--- config.mk ---
export PLATFORM = sky130hd
export DESIGN_NAME = qalu_div_cell
export DESIGN_NICKNAME = d
export VERILOG_FILES = /design/src/hw/rtl/qalu_pkg.sv /design/src/hw/rtl/qalu_div_cell.sv
export SDC_FILE = /design/constraint.sdc
export NUM_CORES = 1
export LEC_CHECK = 0
export BUFFER_PORTS_ARGS = -buffer_cell sky130_fd_sc_hd__buf_2
export CAP_MARGIN = 20
export CORE_ASPECT_RATIO = 1.1
export CORE_MARGIN = 4
export CORE_UTILIZATION = 34
export CTS_CLUSTER_SIZE = 40
export DETAILED_ROUTE_END_ITERATION = 12
export GPL_TIMING_DRIVEN = 0
export HOLD_SLACK_MARGIN = 0.15
export PLACE_DENSITY = 0.63
export REMOVE_ABC_BUFFERS = 1
export SYNTH_ARGS = -nofsm -noshare
export SYNTH_HDL_FRONTEND = slang
export SYNTH_SLANG_ARGS = --single-unit
--- constraint.sdc ---
create_clock -name clk -period 8.9 [get_ports clk]
set_clock_uncertainty 0.05 [all_clocks]
set_input_delay 1.78 -clock clk [delete_from_list [all_inputs] [get_ports clk]]
set_output_delay 1.78 -clock clk [all_outputs]
set_load 0.1 [all_outputs]
--- src/hw/rtl/qalu_pkg.sv ---
// Shared types and constants for the Q24.8 fixed-point ALU.
// Transaction structs, action and error codes, pipeline stage structs.
// No dependencies.
package qalu_pkg;

  localparam int unsigned FRAC_BITS_DEF = 8;
  localparam int unsigned FRAC_BITS_MAX = 16;
  localparam int unsigned DVD_W_MAX     = 32 + FRAC_BITS_MAX;

  localparam logic [31:0] RAW_MAX = 32'h7FFF_FFFF;
  localparam logic [31:0] RAW_MIN = 32'h8000_0000;

  typedef enum logic [4:0] {
    ACT_ADD       = 5'd0,
    ACT_SUB       = 5'd1,
    ACT_MUL       = 5'd2,
    ACT_DIV       = 5'd3,
    ACT_GT        = 5'd4,
    ACT_LT        = 5'd5,
    ACT_GE        = 5'd6,
    ACT_LE        = 5'd7,
    ACT_EQ        = 5'd8,
    ACT_NE        = 5'd9,
    ACT_MIN       = 5'd10,
    ACT_MAX       = 5'd11,
    ACT_INC       = 5'd12,
    ACT_DEC       = 5'd13,
    ACT_TOINT     = 5'd14,
    ACT_FROMINT   = 5'd15,
    ACT_FROMFLOAT = 5'd16,
    ACT_TOFLOAT   = 5'd17
  } act_t;

  typedef enum logic [1:0] {
    ERR_OK      = 2'd0,
    ERR_DIVZERO = 2'd1,
    ERR_FLOAT   = 2'd2
  } err_t;

  typedef struct packed {
    logic [4:0]         action;
    logic signed [31:0] operand_a;
    logic signed [31:0] operand_b;
    logic [31:0]        float_bits;
  } in_t;

  typedef struct packed {
    logic signed [31:0] result;
    logic [31:0]        float_out;
    logic               compare_flag;
    logic [1:0]         error_code;
  } out_t;

  // Front stage output: simple results done, product, float-normalise and divide inputs pending
  typedef struct packed {
    act_t                   act;
    logic [31:0]            res;
    logic                   flag;
    err_t                   err;
    logic signed [63:0]     prod;
    logic                   tf_sign;
    logic                   tf_zero;
    logic [4:0]             tf_p;
    logic [31:0]            tf_mag;
    logic                   dneg;
    logic [31:0]            den;
    logic [DVD_W_MAX-1:0]   dvd;
  } s0_t;

  // Word handed along the divider chain
  typedef struct packed {
    act_t                   act;
    logic [31:0]            res;
    logic [31:0]            fout;
    logic                   flag;
    err_t                   err;
    logic                   dneg;
    logic [31:0]            den;
    logic [31:0]            rem;
    logic [DVD_W_MAX-1:0]   dvd;
  } cell_t;

endpackage

--- src/hw/rtl/qalu_div_cell.sv ---
// One cell of the divider chain: a restoring step yielding one quotient bit.
// Other fields ride along unchanged. Depends on qalu_pkg.
module qalu_div_cell #(
  parameter int unsigned FRACTION_BITS = qalu_pkg::FRAC_BITS_DEF
) (
  input  logic            clk,
  input  logic            en,
  input  qalu_pkg::cell_t cell_i,
  output qalu_pkg::cell_t cell_o
);
  import qalu_pkg::*;

  localparam int unsigned DW = 32 + FRACTION_BITS;

  cell_t       cell_nxt;
  cell_t       cell_r;
  logic [32:0] trial;
  logic        qbit;

  // Shift in the next dividend bit, subtract the divisor where it fits
  always_comb begin
    trial    = {cell_i.rem, cell_i.dvd[DW-1]};
    qbit     = (trial >= {1'b0, cell_i.den});
    cell_nxt = cell_i;
    cell_nxt.rem = qbit ? 32'(trial - {1'b0, cell_i.den}) : trial[31:0];
    cell_nxt.dvd = {cell_i.dvd[DVD_W_MAX-2:0], qbit};
  end

  always_ff @(posedge clk) begin
    if (en) begin
      cell_r <= cell_nxt;
    end
  end

  assign cell_o = cell_r;

endmodule
==> results <==
- The run finished with clean final reports.
- The post-synthesis instance area is 7880 um2.
- The ratio of final minimum period to clock period is 51.3%.
- The count of filler cells inserted in the layout is 2133.
- The top cell type by area accounts for 70.5% of the synthesized area.
- The total of buffers placed on input and output ports is 370.
- The count of inserted antenna diode cells is 0.
- The number of instances resized during post-cts repair is 0.
- The warning count from the yosys run is 0.
- The pin count of the biggest net entering global routing is 95.
- The largest single stage delay on the critical path is 0.51 ns.
- The I/O pin count is 372.
- In this run the post-CTS setup repair buffer count came out at 0.
- The register bit total from synthesis is 185.
- After detailed placement, the total cell area comes to 10100 um2.
- The post-DP HPWL is 19300 um.
- Power spread over the standard cell area amounts to 260 nW/um2.
- After routing the design area is 10700 um2.
- The first routing iteration left 256 violations.
- Yosys attributes the largest share of cell area to sky130_fd_sc_hd__edfxtp_1, sky130_fd_sc_hd__ha_1, sky130_fd_sc_hd__a21oi_1.
- The number of flip-flops under the largest register name is 185.
- The routed wire length per instance is 19.9 um.
- The relative slew slack is 44.2%.
- The gate count of the mapped netlist is 544.
- The weighted congestion reported at the end of routability-driven placement is 0.877.
- The prevailing post-synth register cell is sky130_fd_sc_hd__edfxtp_1.
- The post-detailed-route DRC marker count is 0.
- The sequential-to-total area share from yosys stat is 70.5%.
- STA puts the critical path data required time at 9.03 ns.
- Setup repair after global routing left no endpoint under its margin.
- The total of endpoints with negative setup slack in the final report is 0.
- The max-cap check violation count is 0.
- The count of flip-flops with a built-in enable after synthesis is 185.
- The number of cell rows is 58.
- After clock tree synthesis, the clock-pin slew on the worst setup and hold paths is 0.08 ns.
- Of all flip-flops after synthesis, the portion carrying an async set or reset was 0%.
- The worst setup path is launched from an input pin.
- The number of nets in the layout is 1138.
- The category of the worst setup path capture point is a flip-flop.
- The number of global-route vias before repair was 5793.
- The largest area contributor in the netlist is sky130_fd_sc_hd__edfxtp_1.
- The number of pins exceeding their max-slew limit in the final report is 0.
- At the worst endpoint, the arrival time is 4.69 ns.
- The die area is 25700 um2.
- The clock buffer count from CTS is 17.
- The clock period could shrink to 4.56 ns.
- The tree is rooted in a sky130_fd_sc_hd__clkbuf_16.
- The maximum fanout along the worst path is 35.
- In this run, distinct cell masters in the synthesized netlist total 49.
- Counting tap cells, the placed design contains a total of 1199 instances.
- The total overflow reported by the global router is 0.
- The maximum vdd drop is 0.000115 V.
- The first global-routing pass estimated 35300 um of wire.
- The area of the core is 22900 um2.
- The final-layout setup total negative slack is 0 ns.
- The count of hold-fix buffers inserted at cts is 0.
- The count of final hold-check violations is 0.
- The post-detailed-route via-to-cell ratio is 4.71.
- The critical path is of the input pin to flip-flop type.
- The type of the tightest min-delay check is input pin to flip-flop.
- The count of clock tree sinks is 185.
- The die outline height is 168 um.
- In this run the static leakage power is 4.69 nW.
- TritonCTS built the clock tree.
- The transition time of the tightest slew-check pin is 0.835 ns.
- The overall via count from detail_route is 5795.
- The share of post-route cells with drive strength above 1 is 44.9%.
- The number of antenna-violating nets in the routed design is 0.
- The wire length after detailed routing is 24500 um.
- After synthesis, the mean cell area works out to 14.5 um2.
- The initial antenna violation count is 4.
- The H-tree level count is 4.
- The finished layout holds 1231 standard cells, fillers aside.
- The critical path goes through buf_2 > inv_1 > ha_1 > and3_1 > nand4_1 > nor4b_1 > a21o_1 > o21a_2 > buf_12 > mux2_4.
- The area growth from synthesis to final layout is 35.2%.
- The completed layout was analyzed and its total power is 2.77 mW.
- For this run, the top clock speed supported by timing is 219 MHz.
- The number of iterations in the first detailed-routing pass is 5.
- The slowest library cell on the worst path is sky130_fd_sc_hd__o21a_2.
- The die width is 153 um.
- The initial utilization of the core area, before any placement, comes to 34.5%.
- The buffer depth of the longest clock path is 2.
- The most frequent cell after synthesis is sky130_fd_sc_hd__edfxtp_1.
- The commonest cells after synthesis are sky130_fd_sc_hd__edfxtp_1, sky130_fd_sc_hd__a21oi_1, sky130_fd_sc_hd__inv_1, sky130_fd_sc_hd__nor2_1, sky130_fd_sc_hd__ha_1.
- For this run, the total global-route usage over all layers was measured as 18.3%.
-- worst paths after layout --
path | startpoint | to | slack (ns) | depth (start not counted)
max | cell_i[103] | cell_o[52] | 4.34 | 10
min | cell_i[168] | cell_o[168] | 1.47 | 1
-- final cells by class --
| cell class | instances | area (um2) | share of cell area (%) |
|---|---|---|---|
| Sequential cell | 185 | 5560 | 52.1 |
| Multi-Input combinational cell | 296 | 2040 | 19.2 |
| Timing Repair Buffer | 372 | 1910 | 17.9 |
| Clock buffer | 18 | 429 | 4.03 |
| Tap cell | 300 | 375 | 3.52 |
| Inverter | 46 | 173 | 1.62 |
| Clock inverter | 14 | 168 | 1.57 |
-- power breakdown --
group / internal, mW / total (mW) / switching, mW
Clock: 0.383 / 0.767 / 0.384
Combinational: 0.162 / 0.930 / 0.767
Sequential: 1.06 / 1.07 / 0.0184
-- critical path: cells and delay by family --
family | cells | cell delay (ns)
and+or+nand+nor | 3 | 1.06
muxes | 1 | 0.31
buffers and inverters | 3 | 0.39
AOI/OAI and AO/OA | 2 | 0.72
adders and majority gates | 1 | 0.39
-- metrics by stage --
step / hold slack (ns) / setup slack [ns] / utilization, %
2_1_floorplan: 1.83 / 3.94 / -
3_3_place_gp: 1.91 / 2.84 / 43.7
3_5_place_dp: 1.91 / 3.93 / 44.0
4_1_cts: 1.45 / 4.36 / 46.6
5_1_grt: 1.44 / 4.18 / 46.6
6_report: 1.47 / 4.34 / 46.6
-- layout by cell type, fill, tap and decap left out, types with 7 or more instances in the layout --
cell type	count
sky130_fd_sc_hd__buf_2	369
sky130_fd_sc_hd__edfxtp_1	185
sky130_fd_sc_hd__a21oi_1	54
sky130_fd_sc_hd__inv_1	46
sky130_fd_sc_hd__nor2_1	37
sky130_fd_sc_hd__ha_1	32
sky130_fd_sc_hd__nand2_1	24
sky130_fd_sc_hd__o21ai_0	17
sky130_fd_sc_hd__clkbuf_16	17
sky130_fd_sc_hd__xnor2_1	16
sky130_fd_sc_hd__xor2_1	10
sky130_fd_sc_hd__nand3_1	8
sky130_fd_sc_hd__nand4_1	8
sky130_fd_sc_hd__a21o_1	8
sky130_fd_sc_hd__mux2_4	8
sky130_fd_sc_hd__nand2b_1	7
sky130_fd_sc_hd__o31ai_1	7
-- cell families (layout without fill, tap and decap cells) --
| logic type | Yosys count | count (layout) | synth area share, % |
|---|---|---|---|
| AOI/OAI and AO/OA | 120 | 120 | 9.29 |
| xor gates and xnor gates | 26 | 26 | 2.89 |
| adders and majority gates | 33 | 33 | 5.33 |
| buffers and inverters | 63 | 450 | 3.60 |
| DFF | 185 | 185 | 70.5 |
| muxes | 10 | 10 | 1.78 |
| and+or+nand+nor | 107 | 107 | 6.64 |
-- per-layer routing --
metal / vias up / wire, um / global-route usage (%)
met4: 8 / 811 / 6.47
li1: 2778 / - / -
met2: 245 / 12200 / 31.2
met3: 41 / 2130 / 6.67
met1: 2723 / 9290 / 21.2
met5: - / 55 / 0
Note: power is estimated with default switching activity, not from simulation.
