--- config.mk ---
export PLATFORM = sky130hd
export DESIGN_NAME = qalu_prep
export DESIGN_NICKNAME = d
export VERILOG_FILES = /design/src/hw/rtl/qalu_pkg.sv /design/src/hw/rtl/qalu_prep.sv
export SDC_FILE = /design/constraint.sdc
export NUM_CORES = 2
export LEC_CHECK = 0
export ABC_AREA = 1
export BUFFER_PORTS_ARGS = -buffer_cell sky130_fd_sc_hd__buf_2
export CAP_MARGIN = 10
export CORE_AREA = 2 2 320 322
export CTS_BUF_LIST = sky130_fd_sc_hd__clkbuf_16
export DETAILED_ROUTE_END_ITERATION = 8
export DIE_AREA = 0 0 322 324
export PLACE_DENSITY = 0.76
export SETUP_SLACK_MARGIN = 0.05
export SKIP_LAST_GASP = 1
export SLEW_MARGIN = 15
export SYNTH_ARGS = -nofsm -noshare
export SYNTH_HDL_FRONTEND = slang
export SYNTH_SLANG_ARGS = --single-unit
--- constraint.sdc ---
create_clock -name clk -period 10.2 [get_ports clk]
set_clock_uncertainty 0.15 [all_clocks]
set_input_delay 2.04 -clock clk [delete_from_list [all_inputs] [get_ports clk]]
set_output_delay 2.04 -clock clk [all_outputs]
set_load 0.005 [all_outputs]
--- src/hw/rtl/qalu_pkg.sv ---
// Shared types and constants for the Q24.8 fixed-point ALU.
// Transaction structs, action and error codes, pipeline stage structs.
// No dependencies.
package qalu_pkg;

  localparam int unsigned FRAC_BITS_DEF = 8;
  localparam int unsigned FRAC_BITS_MAX = 16;
  localparam int unsigned DVD_W_MAX     = 32 + FRAC_BITS_MAX;

  localparam logic [31:0] RAW_MAX = 32'h7FFF_FFFF;
  localparam logic [31:0] RAW_MIN = 32'h8000_0000;

  typedef enum logic [4:0] {
    ACT_ADD       = 5'd0,
    ACT_SUB       = 5'd1,
    ACT_MUL       = 5'd2,
    ACT_DIV       = 5'd3,
    ACT_GT        = 5'd4,
    ACT_LT        = 5'd5,
    ACT_GE        = 5'd6,
    ACT_LE        = 5'd7,
    ACT_EQ        = 5'd8,
    ACT_NE        = 5'd9,
    ACT_MIN       = 5'd10,
    ACT_MAX       = 5'd11,
    ACT_INC       = 5'd12,
    ACT_DEC       = 5'd13,
    ACT_TOINT     = 5'd14,
    ACT_FROMINT   = 5'd15,
    ACT_FROMFLOAT = 5'd16,
    ACT_TOFLOAT   = 5'd17
  } act_t;

  typedef enum logic [1:0] {
    ERR_OK      = 2'd0,
    ERR_DIVZERO = 2'd1,
    ERR_FLOAT   = 2'd2
  } err_t;

  typedef struct packed {
    logic [4:0]         action;
    logic signed [31:0] operand_a;
    logic signed [31:0] operand_b;
    logic [31:0]        float_bits;
  } in_t;

  typedef struct packed {
    logic signed [31:0] result;
    logic [31:0]        float_out;
    logic               compare_flag;
    logic [1:0]         error_code;
  } out_t;

  // Front stage output: simple results done, product, float-normalise and divide inputs pending
  typedef struct packed {
    act_t                   act;
    logic [31:0]            res;
    logic                   flag;
    err_t                   err;
    logic signed [63:0]     prod;
    logic                   tf_sign;
    logic                   tf_zero;
    logic [4:0]             tf_p;
    logic [31:0]            tf_mag;
    logic                   dneg;
    logic [31:0]            den;
    logic [DVD_W_MAX-1:0]   dvd;
  } s0_t;

  // Word handed along the divider chain
  typedef struct packed {
    act_t                   act;
    logic [31:0]            res;
    logic [31:0]            fout;
    logic                   flag;
    err_t                   err;
    logic                   dneg;
    logic [31:0]            den;
    logic [31:0]            rem;
    logic [DVD_W_MAX-1:0]   dvd;
  } cell_t;

endpackage

--- src/hw/rtl/qalu_prep.sv ---
// Front stage of the ALU: decodes a transaction, computes the one-step results.
// Also starts multiply, to-float leading-one search and divide setup.
// Depends on qalu_pkg.
module qalu_prep #(
  parameter int unsigned FRACTION_BITS = qalu_pkg::FRAC_BITS_DEF
) (
  input  logic          clk,
  input  logic          en,
  input  qalu_pkg::in_t in_i,
  output qalu_pkg::s0_t s0_o
);
  import qalu_pkg::*;

  s0_t s0_nxt;
  s0_t s0_r;

  logic        ff_sign;
  logic [7:0]  ff_exp;
  logic [23:0] ff_sig;
  logic [7:0]  ff_eu;
  logic signed [9:0] ff_sh;
  logic [9:0]  ff_nm1;
  logic [24:0] ff_t;
  logic [63:0] ff_mag;
  logic [31:0] ff_res;
  err_t        ff_err;
  logic [31:0] abs_a;
  logic [31:0] abs_b;
  logic [31:0] tf_mag;
  logic [4:0]  tf_p;

  // Convert a single-precision pattern to raw fixed, half away from zero
  always_comb begin
    ff_sign = in_i.float_bits[31];
    ff_exp  = in_i.float_bits[30:23];
    ff_sig  = {(ff_exp != 8'd0), in_i.float_bits[22:0]};
    ff_eu   = (ff_exp == 8'd0) ? 8'd1 : ff_exp;
    ff_sh   = $signed({2'b00, ff_eu}) - 10'sd150 + $signed(10'(FRACTION_BITS));
    ff_nm1  = 10'(-ff_sh) - 10'd1;
    ff_t    = 25'd0;
    ff_mag  = 64'd0;
    ff_res  = 32'd0;
    ff_err  = ERR_OK;
    if (ff_exp == 8'hFF) begin
      ff_err = ERR_FLOAT;
      ff_res = ff_sign ? RAW_MIN : RAW_MAX;
    end else if (ff_sig != 24'd0) begin
      if (ff_sh >= 10'sd0) begin
        if (ff_sh > 10'sd31) begin
          ff_err = ERR_FLOAT;
        end else begin
          ff_mag = {40'd0, ff_sig} << ff_sh[4:0];
        end
      end else begin
        if (ff_nm1 < 10'd24) begin
          ff_t = {1'b0, ff_sig >> ff_nm1[4:0]};
        end
        ff_t   = (ff_t + 25'd1) >> 1;
        ff_mag = {39'd0, ff_t};
      end
      if (ff_err == ERR_FLOAT) begin
        ff_res = ff_sign ? RAW_MIN : RAW_MAX;
      end else if (ff_sign) begin
        if (ff_mag > 64'h8000_0000) begin
          ff_err = ERR_FLOAT;
          ff_res = RAW_MIN;
        end else begin
          ff_res = 32'd0 - ff_mag[31:0];
        end
      end else begin
        if (ff_mag > 64'h7FFF_FFFF) begin
          ff_err = ERR_FLOAT;
          ff_res = RAW_MAX;
        end else begin
          ff_res = ff_mag[31:0];
        end
      end
    end
  end

  // Magnitudes and leading-one position
  always_comb begin
    abs_a  = in_i.operand_a[31] ? (~in_i.operand_a + 32'd1) : in_i.operand_a;
    abs_b  = in_i.operand_b[31] ? (~in_i.operand_b + 32'd1) : in_i.operand_b;
    tf_mag = abs_a;
    tf_p   = 5'd0;
    for (int i = 0; i < 32; i++) begin
      if (tf_mag[i]) tf_p = 5'(i);
    end
  end

  // Decode the action
  always_comb begin
    s0_nxt         = '0;
    s0_nxt.act     = act_t'(in_i.action);
    s0_nxt.err     = ERR_OK;
    s0_nxt.prod    = in_i.operand_a * in_i.operand_b;
    s0_nxt.tf_sign = in_i.operand_a[31];
    s0_nxt.tf_zero = (in_i.operand_a == 32'sd0);
    s0_nxt.tf_p    = tf_p;
    s0_nxt.tf_mag  = tf_mag;
    s0_nxt.dneg    = in_i.operand_a[31] ^ in_i.operand_b[31];
    s0_nxt.den     = abs_b;
    s0_nxt.dvd     = DVD_W_MAX'(abs_a) << FRACTION_BITS;
    case (act_t'(in_i.action))
      ACT_ADD:       s0_nxt.res = in_i.operand_a + in_i.operand_b;
      ACT_SUB:       s0_nxt.res = in_i.operand_a - in_i.operand_b;
      ACT_DIV: begin
        if (in_i.operand_b == 32'sd0) begin
          s0_nxt.err = ERR_DIVZERO;
          s0_nxt.res = in_i.operand_a[31] ? RAW_MIN : RAW_MAX;
        end
      end
      ACT_GT:        s0_nxt.flag = (in_i.operand_a >  in_i.operand_b);
      ACT_LT:        s0_nxt.flag = (in_i.operand_a <  in_i.operand_b);
      ACT_GE:        s0_nxt.flag = (in_i.operand_a >= in_i.operand_b);
      ACT_LE:        s0_nxt.flag = (in_i.operand_a <= in_i.operand_b);
      ACT_EQ:        s0_nxt.flag = (in_i.operand_a == in_i.operand_b);
      ACT_NE:        s0_nxt.flag = (in_i.operand_a != in_i.operand_b);
      ACT_MIN: s0_nxt.res = (in_i.operand_a > in_i.operand_b) ? in_i.operand_b : in_i.operand_a;
      ACT_MAX: s0_nxt.res = (in_i.operand_a > in_i.operand_b) ? in_i.operand_a : in_i.operand_b;
      ACT_INC:       s0_nxt.res = in_i.operand_a + 32'sd1;
      ACT_DEC:       s0_nxt.res = in_i.operand_a - 32'sd1;
      ACT_TOINT:     s0_nxt.res = in_i.operand_a >>> FRACTION_BITS;
      ACT_FROMINT:   s0_nxt.res = in_i.operand_a << FRACTION_BITS;
      ACT_FROMFLOAT: begin
        s0_nxt.res = ff_res;
        s0_nxt.err = ff_err;
      end
      default: ;
    endcase
  end

  // Hold while the pipeline is stalled
  always_ff @(posedge clk) begin
    if (en) begin
      s0_r <= s0_nxt;
    end
  end

  assign s0_o = s0_r;

endmodule

==> out/results.tsv <==
metric	value	unit
synthSimpleGateAreaFrac	0.198	
critPathKind	input port to flip-flop	
clock_sinks	176	
place_congestion	1.03	
synth_fa_ha_area_frac	0.459	
grt_max_degree	72	
crit_top_cell	fa_1	
start_kind	input port	
hold_class	input port to flip-flop	
synth_top_area_frac	0.395	
io_pins	327	
slew_headroom	0.158	
hold_buffers	0	
port_buffers	310	
dpl_cell_area	0.0582	mm2
synthFlopType	edfxtp_1	
worst-path-max-fanout	15	
timing.max_cap.violations	0	
clk_path_buf_depth	2	
crit_path_start	in_i[77]	
ys_types	66	
fmax	99.5	MHz
worst_path_largest_cell_delay	580	ps
grt_pass1_wl	292000	um
antenna_found_initial	24	
wl_per_cell	21.9	um
die_area	0.104	mm2
num_vias	48200	
synth_compound_area_frac	0.0675	
finalMaxSlewViolations	0	
cts_max_level	4	
cts_resized	0	
setup_viol_count_final	0	
die_w	322	um
cts-root-buf	clkbuf_16	
layout_common_cells	inv_1, nand2_1, fa_1	
period_share	0.986	
drive_gt1_frac	0.0970	
async_flop_share	0	
postCtsSetupRepairBufs	0	
synth-edff-count	176	
synth_top_family_by_area	adder cells	
routed_wl	188000	um
clk_pin_slew_worst_paths	90	ps
ant_nets	0	
grt_pass1_vias	49700	
yosysWarnings	0	
hold_ws	1600	ps
netlist_top_cells_area	fa_1, inv_1, nand2_1	
synthXorXnorAreaFrac	0.0253	
cts_tree	built	
syn-mean-instance-area	7.77	um2
dp_hpwl	156000	um
first_pass_iters	8	
drtIter0Drc	5041	
grt.overflow.total	0	
hold_viol	0	
synthMuxAreaShare	0	
largest_reg_flops	176	
yosys.area.top_type	fa_1	
vias_per_cell	5.62	
remaining_drc_errors	0	
cp-end-kind	flip-flop	
status	finished clean	
row_count	117	
worstMarginPinSlew	1260	ps
hp-start	in_i[98]	
ys_seq_area_frac	0.0961	
syn-cell-area	0.0550	mm2
synthCells	7077	
period_needed	10050	ps
start_util	0.544	
syn2layout_area_growth	7.19	%
die_y	324	um
final_common_cell	inv_1	
fin_area	0.0589	mm2
rsz0062_at_grt	false	
worst_path_max_delay_cell	fa_1	
grt_usage	0.374	
fin_nets	8715	
numCtsBuffers	17	
synth_seq_cells	176	
critical_path_required	10380	ps
core	0.101	mm2
worst_ep_arrival_time	10230	ps
synth_stat cells (all sizes together) (3+ instances only):
library cell  instances
a21o                  7
o2111ai               8
or2                  19
a21oi               236
o21a                 20
xor2                123
fa                 1084
buf                 124
ha                  285
nand4                45
a31oi                18
nand3               347
nand2              1721
o221ai               15
inv                1785
o21ai               205
o31ai                 5
clkinv                8
a21boi               10
nor4                 23
o21bai                7
a221oi                9
nor3                 58
o22ai                35
o211a                 3
a22oi                 5
nand3b                6
o211ai               22
and2                  3
clkbuf              259
nor2                332
edfxtp              176
xnor2                36
a211oi               22
layer usage:
| layer | vias up | share of wire | GRT usage |
|---|---|---|---|
| met2 | 2676 | 0.46 | 0.602 |
| met1 | 23600 | 0.37 | 0.476 |
| met5 | - | 0.00029 | 0 |
| li1 | 21300 | - | - |
| met3 | 557 | 0.10 | 0.0716 |
| met4 | 8 | 0.068 | 0.211 |
per-stage QoR:
step	TNS [ps]	util	setup slack (ps)	cells
2_1_floorplan	0	-	138	7092
3_3_place_gp	-1320	0.577	-518	8533
3_5_place_dp	-1200	0.577	-457	8533
4_1_cts	0	0.583	53.9	8565
5_1_grt	0	0.583	59.7	8576
6_report	0	0.584	148	8581
logic make-up (layout without fill, tap and decap cells):
family          after synthesis  count (layout)
xor+xnor                    159             159
other cells                   1              32
buf+inv                    2176            2340
compound gates              638             638
simple gates               2558            2558
flops                       176             176
fa+ha+maj                  1369            1369
layout make-up:
cell class	instances	area, um2
clock buffer	17	425
inverter	1793	6730
fill	9203	42100
tap	1309	1640
timing repair buffer	515	3280
sequential	176	5290
antenna	16	40.0
clock inverter	15	229
multi-input combinational	4740	41300
worst max-delay path: cells and delay by family:
family,cells,cell delay [ps]
simple gates,5,1210
xor+xnor,1,260
compound gates,4,1050
buf+inv,8,1030
fa+ha+maj,10,4620
worst paths after layout:
kind   endpoint  slack, ps  cells after the start
min   s0_o[221]       1600                      1
max   s0_o[167]        150                     28
Power is not shown: default switching activity piles up to over one toggle a cycle in this logic, so the estimate is an artifact.
