[src/hw/rtl/qalu_pkg.sv]
// Shared types and constants for the Q24.8 fixed-point ALU.
// Transaction structs, action and error codes, pipeline stage structs.
// No dependencies.
package qalu_pkg;

  localparam int unsigned FRAC_BITS_DEF = 8;
  localparam int unsigned FRAC_BITS_MAX = 16;
  localparam int unsigned DVD_W_MAX     = 32 + FRAC_BITS_MAX;

  localparam logic [31:0] RAW_MAX = 32'h7FFF_FFFF;
  localparam logic [31:0] RAW_MIN = 32'h8000_0000;

  typedef enum logic [4:0] {
    ACT_ADD       = 5'd0,
    ACT_SUB       = 5'd1,
    ACT_MUL       = 5'd2,
    ACT_DIV       = 5'd3,
    ACT_GT        = 5'd4,
    ACT_LT        = 5'd5,
    ACT_GE        = 5'd6,
    ACT_LE        = 5'd7,
    ACT_EQ        = 5'd8,
    ACT_NE        = 5'd9,
    ACT_MIN       = 5'd10,
    ACT_MAX       = 5'd11,
    ACT_INC       = 5'd12,
    ACT_DEC       = 5'd13,
    ACT_TOINT     = 5'd14,
    ACT_FROMINT   = 5'd15,
    ACT_FROMFLOAT = 5'd16,
    ACT_TOFLOAT   = 5'd17
  } act_t;

  typedef enum logic [1:0] {
    ERR_OK      = 2'd0,
    ERR_DIVZERO = 2'd1,
    ERR_FLOAT   = 2'd2
  } err_t;

  typedef struct packed {
    logic [4:0]         action;
    logic signed [31:0] operand_a;
    logic signed [31:0] operand_b;
    logic [31:0]        float_bits;
  } in_t;

  typedef struct packed {
    logic signed [31:0] result;
    logic [31:0]        float_out;
    logic               compare_flag;
    logic [1:0]         error_code;
  } out_t;

  // Front stage output: simple results done, product, float-normalise and divide inputs pending
  typedef struct packed {
    act_t                   act;
    logic [31:0]            res;
    logic                   flag;
    err_t                   err;
    logic signed [63:0]     prod;
    logic                   tf_sign;
    logic                   tf_zero;
    logic [4:0]             tf_p;
    logic [31:0]            tf_mag;
    logic                   dneg;
    logic [31:0]            den;
    logic [DVD_W_MAX-1:0]   dvd;
  } s0_t;

  // Word handed along the divider chain
  typedef struct packed {
    act_t                   act;
    logic [31:0]            res;
    logic [31:0]            fout;
    logic                   flag;
    err_t                   err;
    logic                   dneg;
    logic [31:0]            den;
    logic [31:0]            rem;
    logic [DVD_W_MAX-1:0]   dvd;
  } cell_t;

endpackage

[src/hw/rtl/qalu_norm.sv]
// Second stage: scales the product and rounds the to-float result.
// Emits the word that enters the divider chain. Depends on qalu_pkg.
module qalu_norm #(
  parameter int unsigned FRACTION_BITS = qalu_pkg::FRAC_BITS_DEF
) (
  input  logic            clk,
  input  logic            en,
  input  qalu_pkg::s0_t   s0_i,
  output qalu_pkg::cell_t cell_o
);
  import qalu_pkg::*;

  cell_t       cell_nxt;
  cell_t       cell_r;
  logic [31:0] norm;
  logic        rnd;
  logic [24:0] sum;
  logic [7:0]  fexp;

  // Normalise to bit 31 and round to 24 bits, ties to even
  always_comb begin
    norm = s0_i.tf_mag << (5'd31 - s0_i.tf_p);
    rnd  = norm[7] && ((norm[6:0] != 7'd0) || norm[8]);
    sum  = {1'b0, norm[31:8]} + {24'd0, rnd};
    fexp = 8'(s0_i.tf_p) + 8'd127 - 8'(FRACTION_BITS) + {7'd0, sum[24]};
  end

  // Assemble the chain word
  always_comb begin
    cell_nxt      = '0;
    cell_nxt.act  = s0_i.act;
    cell_nxt.res  = s0_i.res;
    cell_nxt.flag = s0_i.flag;
    cell_nxt.err  = s0_i.err;
    cell_nxt.dneg = s0_i.dneg;
    cell_nxt.den  = s0_i.den;
    cell_nxt.rem  = 32'd0;
    cell_nxt.dvd  = s0_i.dvd;
    if (s0_i.act == ACT_MUL) begin
      cell_nxt.res = s0_i.prod[FRACTION_BITS+31:FRACTION_BITS];
    end
    if ((s0_i.act == ACT_TOFLOAT) && !s0_i.tf_zero) begin
      cell_nxt.fout = {s0_i.tf_sign, fexp, sum[22:0]};
    end
  end

  always_ff @(posedge clk) begin
    if (en) begin
      cell_r <= cell_nxt;
    end
  end

  assign cell_o = cell_r;

endmodule

[config.mk]
export PLATFORM = sky130hd
export DESIGN_NAME = qalu_norm
export DESIGN_NICKNAME = d
export VERILOG_FILES = /design/src/hw/rtl/qalu_pkg.sv /design/src/hw/rtl/qalu_norm.sv
export SDC_FILE = /design/constraint.sdc
export NUM_CORES = 1
export LEC_CHECK = 0
export ABC_CLOCK_PERIOD_IN_PS = 5550
export BUFFER_PORTS_ARGS = -buffer_cell sky130_fd_sc_hd__buf_4
export CORE_AREA = 2 2 158 160
export CTS_CLUSTER_DIAMETER = 80
export CTS_CLUSTER_SIZE = 24
export DETAILED_ROUTE_END_ITERATION = 8
export DIE_AREA = 0 0 160 162
export GPL_ROUTABILITY_DRIVEN = 0
export HOLD_SLACK_MARGIN = 0.03
export PLACE_DENSITY = 0.59
export SLEW_MARGIN = 10
export SYNTH_ARGS = -nofsm -noshare
export SYNTH_HDL_FRONTEND = slang
export SYNTH_SLANG_ARGS = --single-unit
[constraint.sdc]
create_clock -name clk -period 5.55 [get_ports clk]
set_input_delay 1.11 -clock clk [delete_from_list [all_inputs] [get_ports clk]]
set_output_delay 1.11 -clock clk [all_outputs]
set_load 0.01 [all_outputs]
==> results of run 1 <==
## power breakdown
part           switching (W)  internal [W]  leakage, nW
clock network       0.000483      0.000627        0.271
logic               0.000309      0.000308         2.92
registers          0.0000232       0.00137         1.49
total               0.000816       0.00230         4.68
## final timing paths
path	cells past startpoint	from	endpoint	slack, ns
min	1	s0_i[66]	cell_o[98]$_DFFE_PP_	0.86
max	18	s0_i[116]	cell_o[143]$_SDFFCE_PN0P_	0.98
## cells in the mapped netlist (2+ instances only)
| library cell | n | area [µm²] |
|---|---|---|
| a31oi_1 | 4 | 25.0 |
| nand3_1 | 13 | 65.1 |
| edfxtp_1 | 153 | 4590 |
| nand2_1 | 42 | 158 |
| a2111oi_0 | 2 | 17.5 |
| a311oi_1 | 2 | 17.5 |
| o22ai_1 | 16 | 100 |
| mux4_1 | 3 | 78.8 |
| nor3_1 | 11 | 55.1 |
| and3_1 | 5 | 31.3 |
| a21boi_0 | 2 | 15.0 |
| a22oi_1 | 2 | 15.0 |
| inv_2 | 2 | 7.51 |
| ha_1 | 3 | 37.5 |
| o311ai_0 | 2 | 17.5 |
| a311o_1 | 2 | 20.0 |
| buf_2 | 7 | 35.0 |
| nor2b_1 | 5 | 31.3 |
| buf_4 | 37 | 278 |
| xor2_1 | 6 | 52.6 |
| clkbuf_1 | 15 | 56.3 |
| mux2i_1 | 23 | 230 |
| a22o_1 | 4 | 35.0 |
| nor2_1 | 47 | 176 |
| and2_1 | 9 | 56.3 |
| or2_2 | 4 | 25.0 |
| nor3b_1 | 2 | 15.0 |
| o31ai_1 | 2 | 15.0 |
| mux2_2 | 58 | 653 |
| a21oi_1 | 12 | 60.1 |
| xnor2_1 | 8 | 70.1 |
| nand4_1 | 6 | 37.5 |
| inv_1 | 5 | 18.8 |
| nand2b_1 | 5 | 31.3 |
| a211oi_1 | 7 | 52.6 |
| o21ai_0 | 10 | 50.1 |
| buf_1 | 3 | 11.3 |
| mux4_2 | 28 | 631 |
| and3b_1 | 2 | 17.5 |
## cell families after synthesis
logic type	Yosys count	synth area share
muxes	113	0.197
DFF	153	0.563
and+or+nand+nor	162	0.100
AOI/OAI and AO/OA	78	0.0656
adders and majority gates	3	0.00460
buffers and inverters	72	0.0541
xor gates and xnor gates	14	0.0150
other	1	0.000460
## cell type report
cell class,instances,share of cell area
sequential,153,0.399
inverter,8,0.00261
clock buffer,17,0.0369
antenna,1,0.000217
timing repair buffer,357,0.233
clock inverter,14,0.0119
multi-input combinational,402,0.282
tap,324,0.0352
## layer usage
metal,vias up,wire [µm]
li1,2938,-
met2,276,14200
met1,3088,10300
met5,-,0
met4,0,379
met3,22,2030
## layout by cell type, fill, tap and decap left out, types with 7 or more instances in the layout
master     instances
buf_4            356
edfxtp_1         153
mux2_2            58
nor2_1            47
nand2_1           42
conb_1            32
mux4_2            28
mux2i_1           23
clkbuf_16         17
o22ai_1           16
nand3_1           13
a21oi_1           12
nor3_1            10
o21ai_0           10
and2_1             9
xnor2_1            8
a211oi_1           7
## metrics by stage
stage	std cells	util	setup slack, ns	total power [W]
after floorplan	627	-	1.04	0.00171
after global placement	1244	0.455	0.629	0.00203
after detailed placement	1244	0.455	0.589	0.00203
after CTS	1275	0.478	1.02	0.00314
after global routing	1276	0.478	0.677	0.00323
final	1276	0.478	0.978	0.00312
==> results.json, run 1 <==
{
  "root_buffer": "clkbuf_16",
  "stdcell_area_mm2": 0.0115,
  "p_leak_nw": 4.68,
  "multi_input_area_mm2": 0.00325,
  "crit_slowest_cell": "nor2_1",
  "ys_ff_latch": 153,
  "crit_family": "simple AND/OR/NAND/NOR gates",
  "setup_viol": 0,
  "met2_usage": 0.364,
  "syn_to_final_growth_pct": 41.2,
  "die_x_um": 160,
  "grt_max_degree": 73,
  "grt_pass1_vias": 6142,
  "coreArea_mm2": 0.0241,
  "synthFlopType": "edfxtp_1",
  "grt_usage": 0.202,
  "cp_slowest_stage_delay_ns": 0.47,
  "pin_count": 411,
  "worstPathRequired_ns": 5.68,
  "crit_path_start_kind": "input port",
  "port_buffers": 346,
  "post_drt_wl_per_cell_um": 21.1,
  "hold_viol_final": 0,
  "cts_num_sinks": 153,
  "synth_edf_count": 153,
  "die_h_um": 162,
  "run_status": "finished clean",
  "cts_tree": "built",
  "postRouteAntennaNets": 0,
  "cts_max_level": 4,
  "fin_hold_ws_ns": 0.860,
  "worst-path-buf-inv": 3,
  "start_util": 0.339,
  "p_per_area_mw_per_mm2": 270,
  "busiest_layer": "met2",
  "drtIter0Drc": 486,
  "grt_antenna_before_repair": 1,
  "hold_path.class": "input port to flip-flop",
  "wl_um": 27000,
  "layout.nets": 1168,
  "largest_register_ffs": 153,
  "fmax_mhz": 219,
  "syn_inst": 596,
  "postCtsSetupBuffers": 0,
  "fin_crit_sh": 0.824,
  "vias_per_cell": 4.96,
  "numCtsBuffers": 17,
  "synth-seq-area-share": 0.563,
  "tightest_slew_ns": 0.928,
  "vias": 6324,
  "yosysWarnings": 0,
  "dpl_cell_area_mm2": 0.0110,
  "rsz0062_at_grt": "no",
  "num_rows": 57,
  "syn-cell-area_mm2": 0.00816,
  "fin_tns_setup_ns": 0,
  "slew_headroom": 0.379,
  "seqCellArea_mm2": 0.00459,
  "avgSynthCellArea_um2": 13.7,
  "cap_viol_max_count": 0,
  "cts_hold_buf": 0,
  "grt_pass1_wl_um": 39000,
  "path_clk_slew_ns": 0.07,
  "drc": 0,
  "async_flop_share": 0,
  "fin_crit_ns": 4.57,
  "critPathMaxFanout": 35,
  "dieArea_mm2": 0.0259,
  "peakVddDrop_mv": 0.203,
  "use_met3": 0.0567,
  "end_kind": "flip-flop",
  "dpl.hpwl_um": 21400,
  "worstPathCellList": "buf_4 > inv_1 > nor2_1 > nand3_1 > inv_1 > ha_1 > a21boi_0 > nand4_1 > nor3_1 > nand4_1 > nor2_1 > nand3_1 > ha_1 > ha_1 > nand2_1 > nand2_1 > xnor2_1 > nor2_1",
  "nFillCells": 2235,
  "cts_resized": 0,
  "finalMaxSlewViolations": 0,
  "firstDrtPassIters": 5,
  "clock_path_buffers": 2,
  "grt.overflow.total": 0,
  "grtUsageMet1": 0.236,
  "synthDistinctLibCells": 66,
  "drive_gt1_frac": 0.513,
  "worst-setup-path-type": "input port to flip-flop",
  "arrival_ns": 4.70
}
Power figures use the tool's default switching activity.
==> run 2: changes to the inputs <==
- ABC_CLOCK_PERIOD_IN_PS: 5550 -> 4300
- clock period: 5.55 -> 4.3 ns (I/O delays scaled with it)
==> run 2 against run 1 <==
Via count up 2.0%. Clock-buffer cell count is 1 higher. Non-clock buffer count up 48. Sequential power rose by 29%. Routed wire length is 1.0% higher. Worst hold slack got worse by 0.25 ns. Power is 34% higher. Sequential cell count unchanged. Final cell count grew 3.8%. Critical path depth down 1. First-iteration DRC count fell by 4.9%. Critical endpoint unchanged. Largest cell class unchanged.
==> results.json, run 2 (synthesis gave the netlist of run 1 again) <==
{
  "run_status": "finished clean",
  "worst-setup-path-type": "input port to flip-flop",
  "firstDrtPassIters": 5,
  "num_rows": 57,
  "intPower_w": 0.00308,
  "postCtsSetupBuffers": 0,
  "drive_gt1_frac": 0.536,
  "p_per_area_mw_per_mm2": 348,
  "postRouteAntennaNets": 0,
  "worstPathRequired_ns": 4.43,
  "largest_register_ffs": 153,
  "power_frac_seq": 0.431,
  "fin_crit_ns": 3.81,
  "fin_util": 0.496,
  "fin_crit_sh": 0.886,
  "root_buffer": "clkbuf_16",
  "hold_path.class": "input port to flip-flop",
  "cts_num_sinks": 153,
  "vias": 6451,
  "start_util": 0.339,
  "setup_viol": 0,
  "dpl.hpwl_um": 22000,
  "layout.nets": 1216,
  "critPathMaxFanout": 27,
  "die_x_um": 160,
  "grt.overflow.total": 0,
  "crit_path_start_kind": "input port",
  "setup_ws_ns": 0.491,
  "numCtsBuffers": 17,
  "fin_tns_setup_ns": 0,
  "cts_resized": 0,
  "path_clk_slew_ns": 0.07,
  "rsz0062_at_grt": "no",
  "grt_max_degree": 95,
  "grt_antenna_before_repair": 1,
  "post_drt_wl_per_cell_um": 20.6,
  "fmax_mhz": 263,
  "drc": 0,
  "port_buffers": 346,
  "vias_per_cell": 4.87,
  "p_sw_w": 0.00108,
  "final_common_cell": "buf_4",
  "dieArea_mm2": 0.0259,
  "arrival_ns": 3.94,
  "pin_count": 411,
  "cap_viol_max_count": 0,
  "finalMaxSlewViolations": 0,
  "drtIter0Drc": 462,
  "grt_usage": 0.205,
  "peakVddDrop_mv": 0.242,
  "p_clk_frac": 0.367,
  "cts_tree": "built",
  "cts_max_level": 4,
  "coreArea_mm2": 0.0241,
  "whs_path_depth": 1,
  "slew_headroom": 0.366,
  "hold_viol_final": 0,
  "p_sw_frac": 0.260,
  "fin_hold_ws_ns": 0.610,
  "grt_pass1_wl_um": 39600,
  "finalPower_w": 0.00416,
  "grt_pass1_vias": 6371,
  "p_leak_nw": 4.94,
  "dp_slack_ns": 0.0914,
  "die_h_um": 162,
  "wl_um": 27200,
  "share_comb_of_total_power": 0.201,
  "tightest_slew_ns": 0.948,
  "syn_to_final_growth_pct": 46.5,
  "clock_path_buffers": 2,
  "cts_hold_buf": 0,
  "end_kind": "flip-flop",
  "layout_common_cells": "buf_4 (402), edfxtp_1 (153), mux2_2 (58)"
}
run 2: changes by cell type in the layout (fill, tap and decap cells not counted), sizes merged:
cell | before | now
buf | 357 | 405
bufinv | 1 | 2
inv | 15 | 13
clkinv | 3 | 6
clkinvlp | 3 | 1
clkbuf | 17 | 18
run 2: worst paths after layout:
| check | startpoint | endpoint | slack [ns] |
|---|---|---|---|
| min | s0_i[42] | cell_o[42]$_DFFE_PP_ | 0.61 |
| max | s0_i[114] | cell_o[143]$_SDFFCE_PN0P_ | 0.49 |
run 2: power groups by stage:
| stage | Combinational, W | Sequential, W | Clock, W |
|---|---|---|---|
| finish | 0.000838 | 0.00179 | 0.00153 |
| CTS | 0.000839 | 0.00180 | 0.00156 |
| detailed placement | 0.000837 | 0.00183 | 0 |
| global placement | 0.000838 | 0.00182 | 0 |
| floorplan | 0.000316 | 0.00189 | 0 |
| global route | 0.000896 | 0.00181 | 0.00162 |
run 2: critical path, stage by stage:
cell and delay (ns):
buf_4 0.27, buf_12 0.24, buf_4 0.20, mux2i_1 0.11
a2111oi_0 0.55, buf_4 0.20, a221oi_1 0.06, a211oi_1 0.24
nand4_1 0.14, nor2_1 0.15, nand3_1 0.12, ha_1 0.24
ha_1 0.19, nand2_1 0.08, nand2_1 0.07, xnor2_1 0.13
nor2_1 0.05
run 2: per-stage QoR:
stage | instances | area [µm²]
6_report | 1325 | 12000
3_5_place_dp | 1292 | 11300
3_3_place_gp | 1292 | 11300
2_1_floorplan | 627 | 8280
5_1_grt | 1325 | 12000
4_1_cts | 1324 | 12000
run 2: layout make-up:
cell class,instances,area [µm²]
sequential,153,4590
fill,2188,12100
clock inverter,14,181
antenna,1,2.50
clock buffer,18,429
tap,324,405
multi-input combinational,402,3250
inverter,8,30.0
timing repair buffer,405,3070
run 2: metal layers:
metal / global-route usage / vias to the layer above / wire [µm]
met5: 0 / - / 0
met2: 0.365 / 289 / 14200
met1: 0.245 / 3086 / 10600
met3: 0.0501 / 34 / 1870
li1: - / 3042 / -
met4: 0.0684 / 0 / 588
==> run 3: changes to the inputs <==
- MAX_ROUTING_LAYER: not set -> met4
==> run 3 against run 2 <==
Die area is the same. Design area unchanged. Sequential cell count unchanged. Critical path depth unchanged. Final cell count stayed put. First-iteration DRC count stayed put. Sequential power about the same. Clock power is essentially flat. Sequential share of layout area did not move. Highest routed layer unchanged.
==> results.json, run 3 (synthesis gave the netlist of run 1 again) <==
{
  "layout_common_cells": "buf_4 (402), edfxtp_1 (153), mux2_2 (58)",
  "cts_hold_buf": 0,
  "use_met3": 0.0495,
  "intPower_w": 0.00308,
  "p_sw_frac": 0.260,
  "cts_max_level": 4,
  "final_common_cell": "buf_4",
  "run_status": "finished clean",
  "hold_viol_final": 0,
  "vias": 6492,
  "fin_crit_sh": 0.887,
  "grt_antenna_before_repair": 1,
  "postRouteAntennaNets": 0,
  "cap_viol_max_count": 0,
  "met2_usage": 0.365,
  "worstPathRequired_ns": 4.43,
  "end_kind": "flip-flop",
  "power_frac_seq": 0.431,
  "rsz0062_at_grt": "no",
  "p_leak_nw": 4.94,
  "wl_um": 27300,
  "worst-setup-path-type": "input port to flip-flop",
  "layout.nets": 1216,
  "p_clk_frac": 0.367,
  "pin_count": 411,
  "peakVddDrop_mv": 0.241,
  "setup_viol": 0,
  "cts_tree": "built",
  "slew_headroom": 0.369,
  "dpl.hpwl_um": 22000,
  "start_util": 0.339,
  "cts_resized": 0,
  "firstDrtPassIters": 5,
  "drc": 0,
  "root_buffer": "clkbuf_16",
  "grtUsageMet1": 0.244,
  "path_clk_slew_ns": 0.07,
  "drtIter0Drc": 462,
  "vias_per_cell": 4.90,
  "fmax_mhz": 262,
  "tightest_slew_ns": 0.944,
  "hold_path.class": "input port to flip-flop",
  "coreArea_mm2": 0.0241,
  "crit_path_start_kind": "input port",
  "syn_to_final_growth_pct": 46.5,
  "die_x_um": 160,
  "grt_max_degree": 95,
  "startpoint": "s0_i[114]",
  "crit_family": "buffers and inverters",
  "busiest_layer": "met2",
  "worstPathCellList": "buf_4 > buf_12 > buf_4 > mux2i_1 > a2111oi_0 > buf_4 > a221oi_1 > a211oi_1 > nand4_1 > nor2_1 > nand3_1 > ha_1 > ha_1 > nand2_1 > nand2_1 > xnor2_1 > nor2_1",
  "cts_num_sinks": 153,
  "dp_cells": 1292,
  "fin_tns_setup_ns": 0,
  "critPathMaxFanout": 27,
  "hold_start": "s0_i[42]",
  "finalPower_w": 0.00416,
  "num_rows": 57,
  "die_h_um": 162,
  "port_buffers": 346,
  "arrival_ns": 3.94,
  "grt_pass1_vias": 6368,
  "grt_pass1_wl_um": 39600,
  "fin_hold_ws_ns": 0.612,
  "clock_path_buffers": 2,
  "worst-path-buf-inv": 4,
  "p_sw_w": 0.00108,
  "p_per_area_mw_per_mm2": 348,
  "fin_util": 0.496,
  "cp_common_cell": "buf_4",
  "numCtsBuffers": 17,
  "drive_gt1_frac": 0.536,
  "grt_usage": 0.211,
  "postCtsSetupBuffers": 0,
  "grt.overflow.total": 0,
  "stdcell_count": 1325,
  "crit_slowest_cell": "a2111oi_0",
  "largest_register_ffs": 153,
  "share_comb_of_total_power": 0.202,
  "cp_slowest_stage_delay_ns": 0.55,
  "post_drt_wl_per_cell_um": 20.6,
  "fin_crit_ns": 3.81,
  "dieArea_mm2": 0.0259,
  "finalMaxSlewViolations": 0
}
-- run 3: through the flow --
stage	setup WS, ns	cell area (µm²)
floorplan	0.0371	8280
global placement	0.0478	11300
detailed placement	0.0914	11300
CTS	0.524	12000
global route	0.219	12000
finish	0.487	12000
-- run 3: final cells by class --
cell class / instances / area (µm²)
flip-flops and latches: 153 / 4590
repair buffers: 405 / 3070
fillers: 2188 / 12100
clock inverters: 14 / 181
inverters: 8 / 30.0
clock buffers: 18 / 429
well taps: 324 / 405
multi-input cells: 402 / 3250
diodes: 1 / 2.50
-- run 3: path summary, 6_finish.rpt --
kind,end,slack (ns),cells past startpoint
hold / removal,cell_o[42]$_DFFE_PP_,0.61,1
setup / recovery,cell_o[143]$_SDFFCE_PN0P_,0.49,17
-- run 3: routing by layer --
layer,part of all wire,vias up,wire length [µm]
met5,0,-,0
met4,0.019,0,509
met3,0.064,27,1740
met2,0.52,272,14200
met1,0.40,3146,10800
li1,-,3047,-
-- run 3: power by group through the flow --
stage                     logic [W]  clock network (W)  registers [W]
after CTS                  0.000839            0.00156        0.00180
after floorplan            0.000316                  0        0.00189
after global routing       0.000896            0.00161        0.00181
after detailed placement   0.000837                  0        0.00183
final                      0.000840            0.00153        0.00179
after global placement     0.000838                  0        0.00182
